<file path="src/rtl/core/assert_macros.svh">
// ----------------------------------------------------------------------------
// assert_macros.svh
// Concurrent assertion helpers, compiled out for synthesis
// ----------------------------------------------------------------------------
`ifndef ASSERT_MACROS_SVH
`define ASSERT_MACROS_SVH

`ifndef SYNTHESIS

// expression must hold at every clock edge outside reset
`define ASSERT_ALWAYS(lbl, clk, rstn, expr, msg) \
  lbl: assert property (@(posedge clk) disable iff (!(rstn)) (expr)) \
    else $error(msg);

// consequent must hold in the same cycle as the antecedent
`define ASSERT_IMPL(lbl, clk, rstn, ante, cons, msg) \
  lbl: assert property (@(posedge clk) disable iff (!(rstn)) (ante) |-> (cons)) \
    else $error(msg);

// consequent must hold in the cycle after the antecedent
`define ASSERT_NEXT(lbl, clk, rstn, ante, cons, msg) \
  lbl: assert property (@(posedge clk) disable iff (!(rstn)) (ante) |=> (cons)) \
    else $error(msg);

`else

`define ASSERT_ALWAYS(lbl, clk, rstn, expr, msg)
`define ASSERT_IMPL(lbl, clk, rstn, ante, cons, msg)
`define ASSERT_NEXT(lbl, clk, rstn, ante, cons, msg)

`endif

`endif

</file>
<file path="src/rtl/core/ngt_pkg.sv">
// ----------------------------------------------------------------------------
// ngt_pkg
// Types, character codes and helpers of the group tokenizer
// ----------------------------------------------------------------------------
`timescale 1ns / 1ps

package ngt_pkg;

  // scanner modes
  typedef enum logic [2:0] {
    MODE_IDLE   = 3'd0,
    MODE_WORD   = 3'd1,
    MODE_PAREN  = 3'd2,
    MODE_CURLY  = 3'd3,
    MODE_SQUARE = 3'd4,
    MODE_DQ     = 3'd5,
    MODE_SQ     = 3'd6
  } scan_mode_e;

  // token kinds as seen on the result channel
  typedef enum logic [2:0] {
    KIND_WORD   = 3'd0,
    KIND_PAREN  = 3'd1,
    KIND_CURLY  = 3'd2,
    KIND_SQUARE = 3'd3,
    KIND_DQUOTE = 3'd4,
    KIND_SQUOTE = 3'd5
  } token_kind_e;

  // character codes
  localparam logic [7:0] CH_LPAREN  = 8'h28;
  localparam logic [7:0] CH_RPAREN  = 8'h29;
  localparam logic [7:0] CH_LCURLY  = 8'h7B;
  localparam logic [7:0] CH_RCURLY  = 8'h7D;
  localparam logic [7:0] CH_LSQUARE = 8'h5B;
  localparam logic [7:0] CH_RSQUARE = 8'h5D;
  localparam logic [7:0] CH_DQUOTE  = 8'h22;
  localparam logic [7:0] CH_SQUOTE  = 8'h27;
  localparam logic [7:0] CH_BSLASH  = 8'h5C;
  localparam logic [7:0] CH_SPACE   = 8'h20;
  localparam logic [7:0] CH_TAB     = 8'h09;
  localparam logic [7:0] CH_CR      = 8'h0D;

  // result beat payload
  typedef struct packed {
    logic [7:0]  char_out;
    logic        has_char;
    logic        token_start;
    logic        token_end;
    token_kind_e token_kind;
    logic        unterminated;
    logic        string_end;
  } result_t;

  // space, tab, newline, vertical tab, form feed, carriage return
  function automatic logic is_space(input logic [7:0] c);
    return (c == CH_SPACE) || ((c >= CH_TAB) && (c <= CH_CR));
  endfunction

  // kind of the token opened by a character outside any token
  function automatic token_kind_e kind_of_opener(input logic [7:0] c);
    token_kind_e k;
    case (c)
      CH_LPAREN:  k = KIND_PAREN;
      CH_LCURLY:  k = KIND_CURLY;
      CH_LSQUARE: k = KIND_SQUARE;
      CH_DQUOTE:  k = KIND_DQUOTE;
      CH_SQUOTE:  k = KIND_SQUOTE;
      default:    k = KIND_WORD;
    endcase
    return k;
  endfunction

  // mode entered for a token kind
  function automatic scan_mode_e mode_of_kind(input token_kind_e k);
    scan_mode_e m;
    case (k)
      KIND_WORD:   m = MODE_WORD;
      KIND_PAREN:  m = MODE_PAREN;
      KIND_CURLY:  m = MODE_CURLY;
      KIND_SQUARE: m = MODE_SQUARE;
      KIND_DQUOTE: m = MODE_DQ;
      KIND_SQUOTE: m = MODE_SQ;
      default:     m = MODE_IDLE;
    endcase
    return m;
  endfunction

endpackage

</file>
<file path="src/rtl/core/ngt_in_if.sv">
// ----------------------------------------------------------------------------
// ngt_in_if
// Character channel into the tokenizer
// ----------------------------------------------------------------------------
`timescale 1ns / 1ps

interface ngt_in_if;
  logic       valid;
  logic       ready;
  logic [7:0] char_in;
  logic       last;

  modport source (output valid, output char_in, output last, input ready);
  modport sink (input valid, input char_in, input last, output ready);
endinterface

</file>
<file path="src/rtl/core/ngt_out_if.sv">
// ----------------------------------------------------------------------------
// ngt_out_if
// Tagged token character channel out of the tokenizer
// ----------------------------------------------------------------------------
`timescale 1ns / 1ps

interface ngt_out_if;
  logic       valid;
  logic       ready;
  logic [7:0] char_out;
  logic       has_char;
  logic       token_start;
  logic       token_end;
  logic [2:0] token_kind;
  logic       unterminated;
  logic       string_end;

  modport source (
    output valid, output char_out, output has_char, output token_start,
    output token_end, output token_kind, output unterminated, output string_end,
    input ready
  );
  modport sink (
    input valid, input char_out, input has_char, input token_start,
    input token_end, input token_kind, input unterminated, input string_end,
    output ready
  );
endinterface

</file>
<file path="src/rtl/core/nested_group_tokenizer.sv">
// ----------------------------------------------------------------------------
// nested_group_tokenizer
// Splits a character stream into words, bracket groups and quoted strings
// ----------------------------------------------------------------------------
//  channel  dir  payload                                  beat
//  in_i     in   char_in, last                            one character
//  out_o    out  char_out, has_char, token_start,         zero or one per
//                token_end, token_kind, unterminated,     input character
//                string_end
//
//  one character per cycle while in_i is ready; its result is registered and shows in the cycle after acceptance
//  state (mode, depth, backslash flag) updates in the cycle a character is taken
//  a single result register decouples the sides; in_i stalls only while it is full
//  and out_o is not ready
//  reset is asynchronous, active low, and leaves the scanner between tokens
// ----------------------------------------------------------------------------
`timescale 1ns / 1ps
`include "assert_macros.svh"

module nested_group_tokenizer #(
  parameter int DEPTH_BITS = 8
) (
  input  logic clk_i,
  input  logic rst_ni,
  ngt_in_if.sink    in_i,
  ngt_out_if.source out_o
);

  localparam logic [DEPTH_BITS-1:0] DepthMax = {DEPTH_BITS{1'b1}};
  localparam logic [DEPTH_BITS-1:0] DepthOne = DEPTH_BITS'(1);

  ngt_pkg::scan_mode_e   mode_q, mode_d;
  logic [DEPTH_BITS-1:0] depth_q, depth_d;
  logic                  bs_q, bs_d;
  logic                  out_valid_q;
  ngt_pkg::result_t      res_q, res_d;

  logic                  in_acc;
  logic                  emit;
  logic                  closed;
  logic                  ws;
  logic [7:0]            c;
  logic [7:0]            open_ch, close_ch, quote_ch;
  logic [DEPTH_BITS-1:0] dec_depth;
  ngt_pkg::token_kind_e  kind;

  // handshake: take a beat unless a result waits and is not drained
  assign in_i.ready = !out_valid_q || out_o.ready;
  assign in_acc     = in_i.valid && in_i.ready;

  assign c  = in_i.char_in;
  assign ws = ngt_pkg::is_space(c);

  // per-character scan step
  always_comb begin
    mode_d    = mode_q;
    depth_d   = depth_q;
    emit      = 1'b1;
    closed    = 1'b0;
    kind      = ngt_pkg::KIND_WORD;
    open_ch   = ngt_pkg::CH_LPAREN;
    close_ch  = ngt_pkg::CH_RPAREN;
    quote_ch  = ngt_pkg::CH_DQUOTE;
    dec_depth = depth_q;
    res_d.char_out     = c;
    res_d.has_char     = 1'b1;
    res_d.token_start  = 1'b0;
    res_d.token_end    = 1'b0;
    res_d.unterminated = 1'b0;
    res_d.string_end   = in_i.last;

    case (mode_q)
      ngt_pkg::MODE_WORD: begin
        if (ws) begin
          res_d.has_char  = 1'b0;
          res_d.token_end = 1'b1;
          mode_d          = ngt_pkg::MODE_IDLE;
        end else begin
          res_d.token_end = in_i.last;
        end
      end
      ngt_pkg::MODE_PAREN, ngt_pkg::MODE_CURLY, ngt_pkg::MODE_SQUARE: begin
        case (mode_q)
          ngt_pkg::MODE_CURLY: begin
            kind     = ngt_pkg::KIND_CURLY;
            open_ch  = ngt_pkg::CH_LCURLY;
            close_ch = ngt_pkg::CH_RCURLY;
          end
          ngt_pkg::MODE_SQUARE: begin
            kind     = ngt_pkg::KIND_SQUARE;
            open_ch  = ngt_pkg::CH_LSQUARE;
            close_ch = ngt_pkg::CH_RSQUARE;
          end
          default: begin
            kind     = ngt_pkg::KIND_PAREN;
            open_ch  = ngt_pkg::CH_LPAREN;
            close_ch = ngt_pkg::CH_RPAREN;
          end
        endcase
        // escaped brackets do not count
        if (!bs_q) begin
          if (c == open_ch) begin
            if (depth_q != DepthMax) depth_d = depth_q + DepthOne;
          end else if (c == close_ch) begin
            if (depth_q != '0) dec_depth = depth_q - DepthOne;
            depth_d = dec_depth;
            closed  = (dec_depth == '0);
          end
        end
        res_d.token_end    = closed || in_i.last;
        res_d.unterminated = !closed && in_i.last;
        if (closed) begin
          mode_d  = ngt_pkg::MODE_IDLE;
          depth_d = '0;
        end
      end
      ngt_pkg::MODE_DQ, ngt_pkg::MODE_SQ: begin
        if (mode_q == ngt_pkg::MODE_SQ) begin
          kind     = ngt_pkg::KIND_SQUOTE;
          quote_ch = ngt_pkg::CH_SQUOTE;
        end else begin
          kind     = ngt_pkg::KIND_DQUOTE;
          quote_ch = ngt_pkg::CH_DQUOTE;
        end
        closed             = (c == quote_ch);
        res_d.token_end    = closed || in_i.last;
        res_d.unterminated = !closed && in_i.last;
        if (closed) mode_d = ngt_pkg::MODE_IDLE;
      end
      default: begin
        // between tokens; whitespace is dropped unless it ends the string
        if (ws) begin
          res_d.has_char = 1'b0;
          emit           = in_i.last;
        end else begin
          kind               = ngt_pkg::kind_of_opener(c);
          mode_d             = ngt_pkg::mode_of_kind(kind);
          depth_d            = (kind == ngt_pkg::KIND_PAREN || kind == ngt_pkg::KIND_CURLY ||
                                kind == ngt_pkg::KIND_SQUARE) ? DepthOne : '0;
          res_d.token_start  = 1'b1;
          res_d.token_end    = in_i.last;
          res_d.unterminated = in_i.last && (kind != ngt_pkg::KIND_WORD);
        end
      end
    endcase

    res_d.token_kind = kind;
    if (!res_d.has_char) res_d.char_out = '0;

    bs_d = (c == ngt_pkg::CH_BSLASH);
    // end of string returns everything to reset
    if (in_i.last) begin
      mode_d  = ngt_pkg::MODE_IDLE;
      depth_d = '0;
      bs_d    = 1'b0;
    end
  end

  // scan state
  always_ff @(posedge clk_i or negedge rst_ni) begin
    if (!rst_ni) begin
      mode_q  <= ngt_pkg::MODE_IDLE;
      depth_q <= '0;
      bs_q    <= 1'b0;
    end else if (in_acc) begin
      mode_q  <= mode_d;
      depth_q <= depth_d;
      bs_q    <= bs_d;
    end
  end

  // result valid
  always_ff @(posedge clk_i or negedge rst_ni) begin
    if (!rst_ni) begin
      out_valid_q <= 1'b0;
    end else if (in_acc) begin
      out_valid_q <= emit;
    end else if (out_o.ready) begin
      out_valid_q <= 1'b0;
    end
  end

  // result payload
  always_ff @(posedge clk_i) begin
    if (in_acc && emit) begin
      res_q <= res_d;
    end
  end

  assign out_o.valid        = out_valid_q;
  assign out_o.char_out     = res_q.char_out;
  assign out_o.has_char     = res_q.has_char;
  assign out_o.token_start  = res_q.token_start;
  assign out_o.token_end    = res_q.token_end;
  assign out_o.token_kind   = res_q.token_kind;
  assign out_o.unterminated = res_q.unterminated;
  assign out_o.string_end   = res_q.string_end;

  // checks
  `ASSERT_IMPL(a_idle_no_depth, clk_i, rst_ni, (mode_q == ngt_pkg::MODE_IDLE || mode_q == ngt_pkg::MODE_WORD), (depth_q == '0), "depth left over outside a group")
  `ASSERT_IMPL(a_group_depth, clk_i, rst_ni, (mode_q == ngt_pkg::MODE_PAREN || mode_q == ngt_pkg::MODE_CURLY || mode_q == ngt_pkg::MODE_SQUARE), (depth_q != '0), "open group with zero depth")
  `ASSERT_NEXT(a_last_resets, clk_i, rst_ni, (in_acc && in_i.last), (mode_q == ngt_pkg::MODE_IDLE && !bs_q && out_valid_q), "state not cleared after end of string")
  `ASSERT_IMPL(a_no_char_zero, clk_i, rst_ni, (out_valid_q && !res_q.has_char), (res_q.char_out == '0 && !res_q.token_start), "empty beat carries a character")

endmodule

</file>
<file path="src/flat_wrapper.sv">
// flat-port wrapper written by rule: the top's interface ports become plain ports
module nested_group_tokenizer_flat 
#(
  parameter int DEPTH_BITS = 8
)
  (clk_i, rst_ni, in_i_valid, in_i_char_in, in_i_last, in_i_ready, out_o_valid, out_o_char_out, out_o_has_char, out_o_token_start, out_o_token_end, out_o_token_kind, out_o_unterminated, out_o_string_end, out_o_ready);
  ngt_in_if in_i_i ();
  ngt_out_if out_o_i ();
  input  logic clk_i;
  input  logic rst_ni;
  input wire logic [$bits(in_i_i.valid)-1:0] in_i_valid;
  input wire logic [$bits(in_i_i.char_in)-1:0] in_i_char_in;
  input wire logic [$bits(in_i_i.last)-1:0] in_i_last;
  output wire logic [$bits(in_i_i.ready)-1:0] in_i_ready;
  output wire logic [$bits(out_o_i.valid)-1:0] out_o_valid;
  output wire logic [$bits(out_o_i.char_out)-1:0] out_o_char_out;
  output wire logic [$bits(out_o_i.has_char)-1:0] out_o_has_char;
  output wire logic [$bits(out_o_i.token_start)-1:0] out_o_token_start;
  output wire logic [$bits(out_o_i.token_end)-1:0] out_o_token_end;
  output wire logic [$bits(out_o_i.token_kind)-1:0] out_o_token_kind;
  output wire logic [$bits(out_o_i.unterminated)-1:0] out_o_unterminated;
  output wire logic [$bits(out_o_i.string_end)-1:0] out_o_string_end;
  input wire logic [$bits(out_o_i.ready)-1:0] out_o_ready;
  assign in_i_i.valid = in_i_valid;
  assign in_i_i.char_in = in_i_char_in;
  assign in_i_i.last = in_i_last;
  assign in_i_ready = in_i_i.ready;
  assign out_o_valid = out_o_i.valid;
  assign out_o_char_out = out_o_i.char_out;
  assign out_o_has_char = out_o_i.has_char;
  assign out_o_token_start = out_o_i.token_start;
  assign out_o_token_end = out_o_i.token_end;
  assign out_o_token_kind = out_o_i.token_kind;
  assign out_o_unterminated = out_o_i.unterminated;
  assign out_o_string_end = out_o_i.string_end;
  assign out_o_i.ready = out_o_ready;
  nested_group_tokenizer #(.DEPTH_BITS(DEPTH_BITS)) u_core (.clk_i(clk_i), .rst_ni(rst_ni), .in_i(in_i_i), .out_o(out_o_i));
endmodule
</file>
<file path="config.mk">
export PLATFORM = sky130hd
export DESIGN_NAME = nested_group_tokenizer_flat
export DESIGN_NICKNAME = d
export VERILOG_FILES = /design/src/rtl/core/ngt_pkg.sv /design/src/rtl/core/ngt_in_if.sv /design/src/rtl/core/ngt_out_if.sv /design/src/rtl/core/nested_group_tokenizer.sv /design/src/flat_wrapper.sv
export VERILOG_INCLUDE_DIRS = /design/src /design/src/rtl/core
export SDC_FILE = /design/constraint.sdc
export NUM_CORES = 1
export LEC_CHECK = 0
export BUFFER_PORTS_ARGS = -buffer_cell sky130_fd_sc_hd__buf_4
export CAP_MARGIN = 0
export CORE_ASPECT_RATIO = 0.9
export CORE_MARGIN = 3
export CORE_UTILIZATION = 40
export CTS_CLUSTER_DIAMETER = 40
export DETAILED_ROUTE_END_ITERATION = 10
export PLACE_DENSITY = 0.59
export SYNTH_ARGS = -nofsm -noshare
export SYNTH_HDL_FRONTEND = slang
export SYNTH_SLANG_ARGS = --single-unit
</file>
<file path="constraint.sdc">
create_clock -name clk_i -period 2.85 [get_ports clk_i]
set_clock_uncertainty 0.05 [all_clocks]
set_input_delay 0.4275 -clock clk_i [delete_from_list [all_inputs] [get_ports clk_i]]
set_output_delay 0.4275 -clock clk_i [all_outputs]
set_load 0.02 [all_outputs]
</file>
# ---- Yosys cells after proc, flatten, opt, wreduce, memory -nomap -nowiden
# Cells that the tools add are included.
dict set report word_totals {
  input_bits 13
  wordCells 123
  regBits 29
}
dict set report op_classes {
  n_reduce_logical 27
  eq_ne 31
  add_sub_neg 2
  n_mux 50
  magnitude_cmp 2
}
# op n
set ops {}
lappend ops {{8-bit two-way mux} 15}
lappend ops {{8-bit by 6-bit equality test with 1-bit output (second input constant)} 4}
lappend ops {{7-bit case mux with 2 select lines} 2}
lappend ops {{3-bit two-way mux} 9}
lappend ops {{8-bit by 7-bit equality test with 1-bit output (second input constant)} 3}
lappend ops {{8-bit equality test} 3}
lappend ops {{3-bit case mux with 3 select lines} 2}
lappend ops {{3-bit case mux with 6 select lines} 1}
lappend ops {{8-bit case mux with 2 select lines} 1}
lappend ops {{3-bit equality test (second input constant)} 5}
lappend ops {{1-bit two-way mux} 15}
lappend ops {{3-bit case mux with 5 select lines} 1}
lappend ops {{3-bit by 2-bit equality test with 1-bit output (second input constant)} 4}
lappend ops {{5-bit inequality test (second input constant)} 2}
lappend ops {{3-bit by 2-bit inequality test with 1-bit output (second input constant)} 3}
lappend ops {{8-bit by 1-bit adder with 8-bit output (second input constant)} 1}
lappend ops {{8-bit by 4-bit greater-or-equal comparator with 1-bit output (second input constant)} 1}
lappend ops {{8-bit by 4-bit less-or-equal comparator with 1-bit output (second input constant)} 1}
lappend ops {{8-bit logical NOT} 1}
lappend ops {{8-bit inequality test (second input constant)} 1}
lappend ops {{8-bit nonzero test} 1}
lappend ops {{8-bit by 1-bit subtractor with 8-bit output (second input constant)} 1}
lappend ops {{3-bit by 1-bit equality test with 1-bit output (second input constant)} 2}
lappend ops {{1-bit logical AND} 6}
lappend ops {{other kinds (18)} 27}

# ---- Logic depth before layout (Yosys ltp)
# Gate-level depths: netlist of run 1.
dict set report logic_depth {
  word_depth 16
  depth_mapped 10
  ltp_nobuf 9
}

# ---- Worst setup path before layout of run 1
# OpenSTA, ideal clock, no wires.
dict set report synth_timing {
  path_kind {register to register}
  from {reg u_core.depth_q[0]}
  to {reg u_core.mode_q[1]}
  setup_ps 128
  stages_incl_launch_ff 11
  n_path_buf 1
  arrival_time_ps 2567
  slack_ps 106
  cell_sequence {dfrtp_1 inv_1 ha_1 clkbuf_1 xor2_1 or3_1 a311oi_1 nand4_2 and2_4 nor3_2 mux2_1}
}
dict set report synth_via {
  elab_chain_cells 13
  word_cells_on_any_way 14
  cone_classes {1 x add/sub; 1 x eq/ne; 9 x mux; 3 x reduce/logical}
}
# item line
set synth_rtl {}
lappend synth_rtl {{from (decl)} nested_group_tokenizer.sv:33} ;# logic [DEPTH_BITS-1:0] depth_q, depth_d;
lappend synth_rtl {{from (signal assigned)} nested_group_tokenizer.sv:167} ;# depth_q <= depth_d;
lappend synth_rtl {{8-bit by 1-bit subtractor with 8-bit output / 8-bit nonzero test (equally long branches)} nested_group_tokenizer.sv:105} ;# if (depth_q != '0) dec_depth = depth_q - DepthOne;
lappend synth_rtl {{8-bit two-way mux (*)} nested_group_tokenizer.sv:105}
lappend synth_rtl {{8-bit two-way mux (*)} nested_group_tokenizer.sv:104} ;# end else if (c == close_ch) begin
lappend synth_rtl {{8-bit two-way mux (*)} nested_group_tokenizer.sv:102} ;# if (c == open_ch) begin
lappend synth_rtl {{8-bit two-way mux (*)} nested_group_tokenizer.sv:101} ;# if (!bs_q) begin
lappend synth_rtl {{8-bit two-way mux (*)} nested_group_tokenizer.sv:72} ;# case (mode_q)
lappend synth_rtl {{8-bit logical NOT (*)} nested_group_tokenizer.sv:107} ;# closed = (dec_depth == '0);
lappend synth_rtl {{1-bit two-way mux (*)} nested_group_tokenizer.sv:104}
lappend synth_rtl {{1-bit two-way mux (*)} nested_group_tokenizer.sv:102}
lappend synth_rtl {{1-bit two-way mux (*)} nested_group_tokenizer.sv:101}
lappend synth_rtl {{1-bit two-way mux (*)} nested_group_tokenizer.sv:72}
lappend synth_rtl {{3-bit by 2-bit inequality test with 1-bit output (no source line) (*)} --}
lappend synth_rtl {{5-bit AND reduction (no source line) (*)} --}
lappend synth_rtl {{to (signal assigned)} nested_group_tokenizer.sv:162} ;# mode_q <= ngt_pkg::MODE_IDLE;
lappend synth_rtl {{to (signal assigned)} nested_group_tokenizer.sv:166} ;# mode_q <= mode_d;
lappend synth_rtl {{to (decl)} nested_group_tokenizer.sv:32} ;# ngt_pkg::scan_mode_e mode_q, mode_d;
# Mark *: on every way between the ends. The rest lies on a longest branch, timed or not. The select of a mux whose other input is x is not followed.
# A chain may end at the register's enable or synchronous reset.

# ---- Worst setup path in the final report of run 1
dict set report layout_timing {
  from {reg u_core.depth_q[0]}
  to {reg u_core.mode_q[2]}
}
# The elaborated chain is that of the path after synthesis.

==> flow_metrics.env, run 1 <==
export IMPL_status="completed"
export IMPL_maxSlewHeadroom_pct=57.7
export IMPL_ys_seq_area_share_pct=34.0
export IMPL_routedWlPerCell_um=16.9
export IMPL_async_flop_share_pct=44.8
export IMPL_crit_arrival_ps=2770
export IMPL_io_pins=31
export IMPL_reg2regPathDepth=9
export IMPL_rows=25
export IMPL_layout_drive_gt1_share_pct=24.4
export IMPL_hold_path_startpoint="in_i_char_in[7]"
export IMPL_yosys_area_top_type_share_pct=20.3
export IMPL_drt_iter0_drc=156
export IMPL_holdPathStages=1
export IMPL_leakage_nw=1.12
export IMPL_grt_max_degree=18
export IMPL_crit_fanout=6
export IMPL_avgSynthCellArea_um2=8.64
export IMPL_area_growth_pct=18.1
export IMPL_port_buffers=30
export IMPL_firstDrtPassIters=4
export IMPL_diodes=0
export IMPL_fin_setup_tns_ps=0
export IMPL_dieArea_um2=6880
export IMPL_cp_data_required_time_ps=2960
export IMPL_vias_per_cell=5.91
export IMPL_ant_nets=0
export IMPL_hp_class="in2reg"
export IMPL_path_class="reg2reg"
export IMPL_ys_ff_latch=29
export IMPL_utilization_pct=51.1
export IMPL_cts_buffers=5
export IMPL_die_h_um=79
export IMPL_cts_max_path_buffers=2
export IMPL_worstSetupEndpointType="register"
export IMPL_setup_viol=0
export IMPL_clock_fmax_mhz=375
export IMPL_tightest_slew_ps=628
export IMPL_dieWidth_um=87.1
export IMPL_vdd_drop_max_mv=0.257
export IMPL_grt_use_total_pct=19.6
export IMPL_grt_antenna_before_repair=0
export IMPL_vias=2217
export IMPL_layout_common_cells="buf_4 (48), nand2_1 (26), nor2_1 (17)"
export IMPL_synth_edf_count=16
export IMPL_synth_top_cell_by_area="edfxtp_1"
export IMPL_gp_congestion=0.875
export IMPL_grt_pass1_wl_um=10600
export IMPL_reg2reg_from="u_core.depth_q[0]"
export IMPL_overflow=0
export IMPL_r2r_end="u_core.mode_q[2]"
export IMPL_cts_tree="built"
export IMPL_syn_instance_count=274
export IMPL_maxCapViolations=0
export IMPL_period_share_pct=93.5
export IMPL_syn_area_um2=2370
export IMPL_r2r_slack_ps=180
export IMPL_regArea_um2=806
export IMPL_routed_wl_um=6320
export IMPL_core_area_um2=5470
export IMPL_synth_cell_type_count=71
export IMPL_post_route_min_period_ps=2670
export IMPL_crit_end="u_core.mode_q[2]"
export IMPL_dp_hpwl_um=4730
export IMPL_ys_warn_count=0
export IMPL_power_density_nw_per_um2=409
export IMPL_synth_nets=290
export IMPL_critPathLaunchType="register"
export IMPL_layout_commonest_cell="buf_4"
export IMPL_cts_root_buf="clkbuf_8"
export IMPL_synth_ff_type="edfxtp_1"
export IMPL_nNetsFinal=323
export IMPL_drv_slew=0
export IMPL_cts_sinks=29
export IMPL_setup_worst_path_start="u_core.depth_q[0]"
export IMPL_hold_viol_final=0
export IMPL_grt_pass1_vias=2077
export IMPL_synthTopCellsByArea="edfxtp_1 (20%), dfrtp_1 (14%), nand2_1 (4.1%), a21oi_1 (3.2%), nor2_1 (2.7%)"
export IMPL_initial_core_util_pct=43.3
export IMPL_clock_latency_ps=280
export IMPL_multi_input_area_um2=1420
export IMPL_fillers=530
export IMPL_cts_max_level=2
export IMPL_path_clk_slew_ps=60
export IMPL_grt_setup_unrepaired="false"
export IMPL_drc=0
worst max-delay path, stage by stage, from the launching register on:
cell,delay (ps)
dfrtp_1,370
inv_1,120
ha_1,250
or3b_2,460
o211a_1,140
a311oi_2,240
nand4_2,140
and2_4,200
nor3_4,210
mux2_1,350
cells in the mapped netlist, types with 3 or more instances:
library cell and count:
o22ai_1 3, mux2i_1 3, clkbuf_1 12, or3_1 6, o31ai_1 4, a31oi_1 4, nor3_1 11, nand2_1 26
nand3_1 10, a211oi_1 3, o21ai_1 5, buf_6 3, nand4_1 6, ha_1 3, and2_1 9, nand3b_1 3
a21oi_1 15, nor2_1 17, and4b_1 3, inv_1 10, edfxtp_1 16, buf_2 6, o21ai_0 11, dfrtp_1 13
nand2b_1 5, and3_1 7
cell families after synthesis:
| family | Yosys count | synth area share (%) |
|---|---|---|
| simple gates | 125 | 30.6 |
| compound gates | 75 | 23.3 |
| buf+inv | 33 | 6.66 |
| flops | 29 | 34.0 |
| mux | 6 | 2.69 |
| xor+xnor | 3 | 1.11 |
| fa+ha+maj | 3 | 1.58 |
layout make-up:
class,count,area share (%)
inverters,10,1.34
clock buffers,8,2.86
well taps,67,3.00
flip-flops and latches,29,28.8
multi-input cells,212,50.7
repair buffers,49,13.2
layer usage:
metal / share of wire [%] / GRT usage (%)
met1: 51 / 31.5
met2: 41 / 26.6
met3: 7.2 / 3.42
met4: 0.60 / 4.45
met5: 0 / 0
timing repair:
action,4_1_cts,5_1_grt
setup endpoints to repair,0,7
setup buffers,0,0
hold endpoints to repair,13,0
gates resized for setup,0,3
hold buffers,1,0
registers in the layout (all words and copies together), names as in the netlist:
signal                     count
u_core.mode_q                  3
u_core.out_o.token_start       1
u_core.bs_q                    1
u_core.out_o.char_out          8
u_core.out_o.token_end         1
u_core.out_o.unterminated      1
u_core.out_o.token_kind        3
u_core.out_o.has_char          1
u_core.out_o.string_end        1
u_core.depth_q                 8
u_core.out_o.valid             1
stage by stage:
stage / area [um2] / std cells / total power, W / hold WS, ps / worst slack [ps]
4_1_cts: 2780 / 375 / 0.00115 / 327 / 73.5
3_5_place_dp: 2690 / 366 / 0.000815 / 242 / 87.2
3_3_place_gp: 2690 / 366 / 0.000812 / 239 / 179
5_1_grt: 2800 / 375 / 0.00120 / 341 / 47.1
6_report: 2800 / 375 / 0.00114 / 335 / 185
2_1_floorplan: 2370 / 274 / 0.000707 / 81.9 / 106
power breakdown:
| group | internal, W | leakage (nW) | switching, W |
|---|---|---|---|
| combinational | 0.000123 | 0.747 | 0.000201 |
| clock | 0.000173 | 0.0395 | 0.000157 |
| sequential | 0.000475 | 0.330 | 0.0000161 |
| total | 0.000771 | 1.12 | 0.000374 |
worst min path at each step:
stage	slack [ps]	end
after floorplan	80	u_core.bs_q
after global placement	240	u_core.depth_q[5]
after detailed placement	240	u_core.depth_q[7]
after CTS	330	u_core.out_o.char_out[7]
after global routing	340	u_core.out_o.char_out[4]
final	340	u_core.out_o.char_out[7]
(Power assumes the default switching activity.)
==> run 2: changes to the inputs <==
--- a/config.mk
+++ b/config.mk
@@ -6,14 +6,14 @@
 export SDC_FILE = /design/constraint.sdc
 export NUM_CORES = 1
 export LEC_CHECK = 0
-export BUFFER_PORTS_ARGS = -buffer_cell sky130_fd_sc_hd__buf_4
 export CAP_MARGIN = 0
 export CORE_ASPECT_RATIO = 0.9
 export CORE_MARGIN = 3
-export CORE_UTILIZATION = 40
+export CORE_UTILIZATION = 41
 export CTS_CLUSTER_DIAMETER = 40
 export DETAILED_ROUTE_END_ITERATION = 10
-export PLACE_DENSITY = 0.59
+export DONT_BUFFER_PORTS = 1
+export PLACE_DENSITY = 0.55
 export SYNTH_ARGS = -nofsm -noshare
 export SYNTH_HDL_FRONTEND = slang
 export SYNTH_SLANG_ARGS = --single-unit
==> run 2 against run 1 <==
Critical path depth stayed put. Sequential share of layout area rose by 1.9 points. Routed wire length is 2.6% lower. Design area shrank 6.3%. Sequential cell count unchanged. Combinational power shrank 24%. Sequential power is 5.9% higher. Utilization fell by 2.6 points. Fmax grew 0.72%. Largest power group unchanged.
==> flow_metrics.env, run 2 (same netlist as run 1, synthesis figures left out) <==
export IMPL_cp_slowest_cell="dfrtp_1"
export IMPL_drt_iter0_drc=295
export IMPL_post_route_min_period_ps=2650
export IMPL_layout_common_cells="nand2_1 (26), buf_4 (19), nor2_1 (17)"
export IMPL_grt_use_total_pct=19.4
export IMPL_grt_max_degree=17
export IMPL_cpPeakStageDelay_ps=380
export IMPL_grt_pass1_wl_um=10300
export IMPL_drc=0
export IMPL_crit_fanout=9
export IMPL_cts_max_level=2
export IMPL_tightest_slew_ps=699
export IMPL_hp_class="in2reg"
export IMPL_gp_congestion=0.891
export IMPL_layout_drive_gt1_share_pct=17.9
export IMPL_diodes=0
export IMPL_cts_tree="built"
export IMPL_cts_max_path_buffers=2
export IMPL_firstDrtPassIters=5
export IMPL_io_pins=31
export IMPL_vias_per_cell=6.18
export IMPL_cp_data_required_time_ps=2970
export IMPL_regArea_um2=806
export IMPL_dieArea_um2=6730
export IMPL_dieWidth_um=86.1
export IMPL_crit_arrival_ps=2760
export IMPL_hold_path_startpoint="in_i_char_in[6]"
export IMPL_grt_setup_unrepaired="false"
export IMPL_grt_antenna_before_repair=0
export IMPL_cts_sinks=29
export IMPL_hold_viol_final=0
export IMPL_fillers=535
export IMPL_rows=25
export IMPL_grt_pass1_vias=1895
export IMPL_die_h_um=78.1
export IMPL_path_class="reg2reg"
export IMPL_vdd_drop_max_mv=0.240
export IMPL_core_area_um2=5410
export IMPL_routedWlPerCell_um=17.8
export IMPL_utilization_pct=48.4
export IMPL_min_to="u_core.out_o.char_out[6]"
export IMPL_reg2regPathDepth=9
export IMPL_r2r_slack_ps=200
export IMPL_overflow=0
export IMPL_path_clk_slew_ps=70
export IMPL_vias=2140
export IMPL_status="completed"
export IMPL_cts_buffers=5
export IMPL_cts_root_buf="clkbuf_8"
export IMPL_drv_slew=0
export IMPL_critPathTopFamily="simple AND/OR/NAND/NOR gates"
export IMPL_routed_wl_um=6160
export IMPL_clock_fmax_mhz=378
export IMPL_reg2reg_from="u_core.depth_q[0]"
export IMPL_path_cells="inv_1, ha_1, xor2_1, or3_1, a311oi_2, nand4_2, and2_4, nor3_4, mux2_1"
export IMPL_r2r_end="u_core.mode_q[2]"
export IMPL_clock_latency_ps=280
export IMPL_nNetsFinal=294
export IMPL_maxCapViolations=0
export IMPL_leakage_nw=0.994
export IMPL_power_density_nw_per_um2=467
export IMPL_critPathLaunchType="register"
export IMPL_multi_input_area_um2=1420
export IMPL_cp_num_buf_inv=1
export IMPL_port_buffers=0
export IMPL_fin_setup_tns_ps=0
export IMPL_area_growth_pct=10.7
export IMPL_setup_viol=0
export IMPL_initial_core_util_pct=43.8
export IMPL_ant_nets=0
export IMPL_holdPathStages=0
export IMPL_period_share_pct=92.9
export IMPL_layout_commonest_cell="nand2_1"
export IMPL_dp_hpwl_um=4520
export IMPL_worstSetupEndpointType="register"
export IMPL_maxSlewHeadroom_pct=53.3
[run 2: routing by layer]
layer	vias to the layer above	track usage [%]	routed length, um
li1	1039	-	-
met2	66	25.3	2520
met5	-	0	0
met3	7	4.93	356
met4	0	4.27	59
met1	1028	31.1	3230
[run 2: layout make-up]
type,instances,area share (%)
well taps,67,3.20
multi-input cells,212,54.2
clock inverters,2,1.43
flip-flops and latches,29,30.7
repair buffers,20,5.82
inverters,10,1.43
clock buffers,6,3.15
[run 2: worst reg2reg max path, delay by kind of cell (launching register included)]
family,cells,cell delay (ps)
compound gates,1,290
buf+inv,1,120
flops,1,380
fa+ha+maj,1,370
mux,1,340
simple gates,4,890
xor+xnor,1,100
[run 2: per-stage QoR]
stage               total power (W)  worst slack (ps)  hold WS, ps  instances  area [um2]
finish                      0.00122               204          182        346        2620
global route                0.00128              25.0          166        346        2620
CTS                         0.00123              54.5          178        346        2610
detailed placement         0.000761              80.0         82.4        337        2470
global placement           0.000764               134         82.3        337        2470
floorplan                  0.000707               106         81.9        274        2370
[run 2: power by group]
group / switching [W] / total (W) / internal (W)
registers: 0.0000446 / 0.000520 / 0.000476
logic: 0.000150 / 0.000244 / 0.0000938
clock network: 0.000175 / 0.000459 / 0.000284
total: 0.000370 / 0.00122 / 0.000854
[run 2: how the worst max path moves through the flow]
| stage | startpoint | end | slack, ps | cells past startpoint |
|---|---|---|---|---|
| after floorplan | u_core.depth_q[0] | u_core.mode_q[1] | 110 | 10 |
| after global placement | u_core.mode_q[1] | u_core.depth_q[1] | 130 | 7 |
| after detailed placement | u_core.depth_q[0] | u_core.mode_q[2] | 80 | 9 |
| after CTS | u_core.depth_q[0] | u_core.mode_q[2] | 50 | 9 |
| after global routing | u_core.depth_q[0] | u_core.mode_q[2] | 20 | 9 |
| final | u_core.depth_q[0] | u_core.mode_q[2] | 200 | 9 |
[run 2: what timing repair did]
action,4_1_cts,5_1_grt
setup buffers,0,0
hold endpoints to repair,13,0
hold buffers,1,0
setup endpoints to repair,0,9
gates resized for setup,0,4
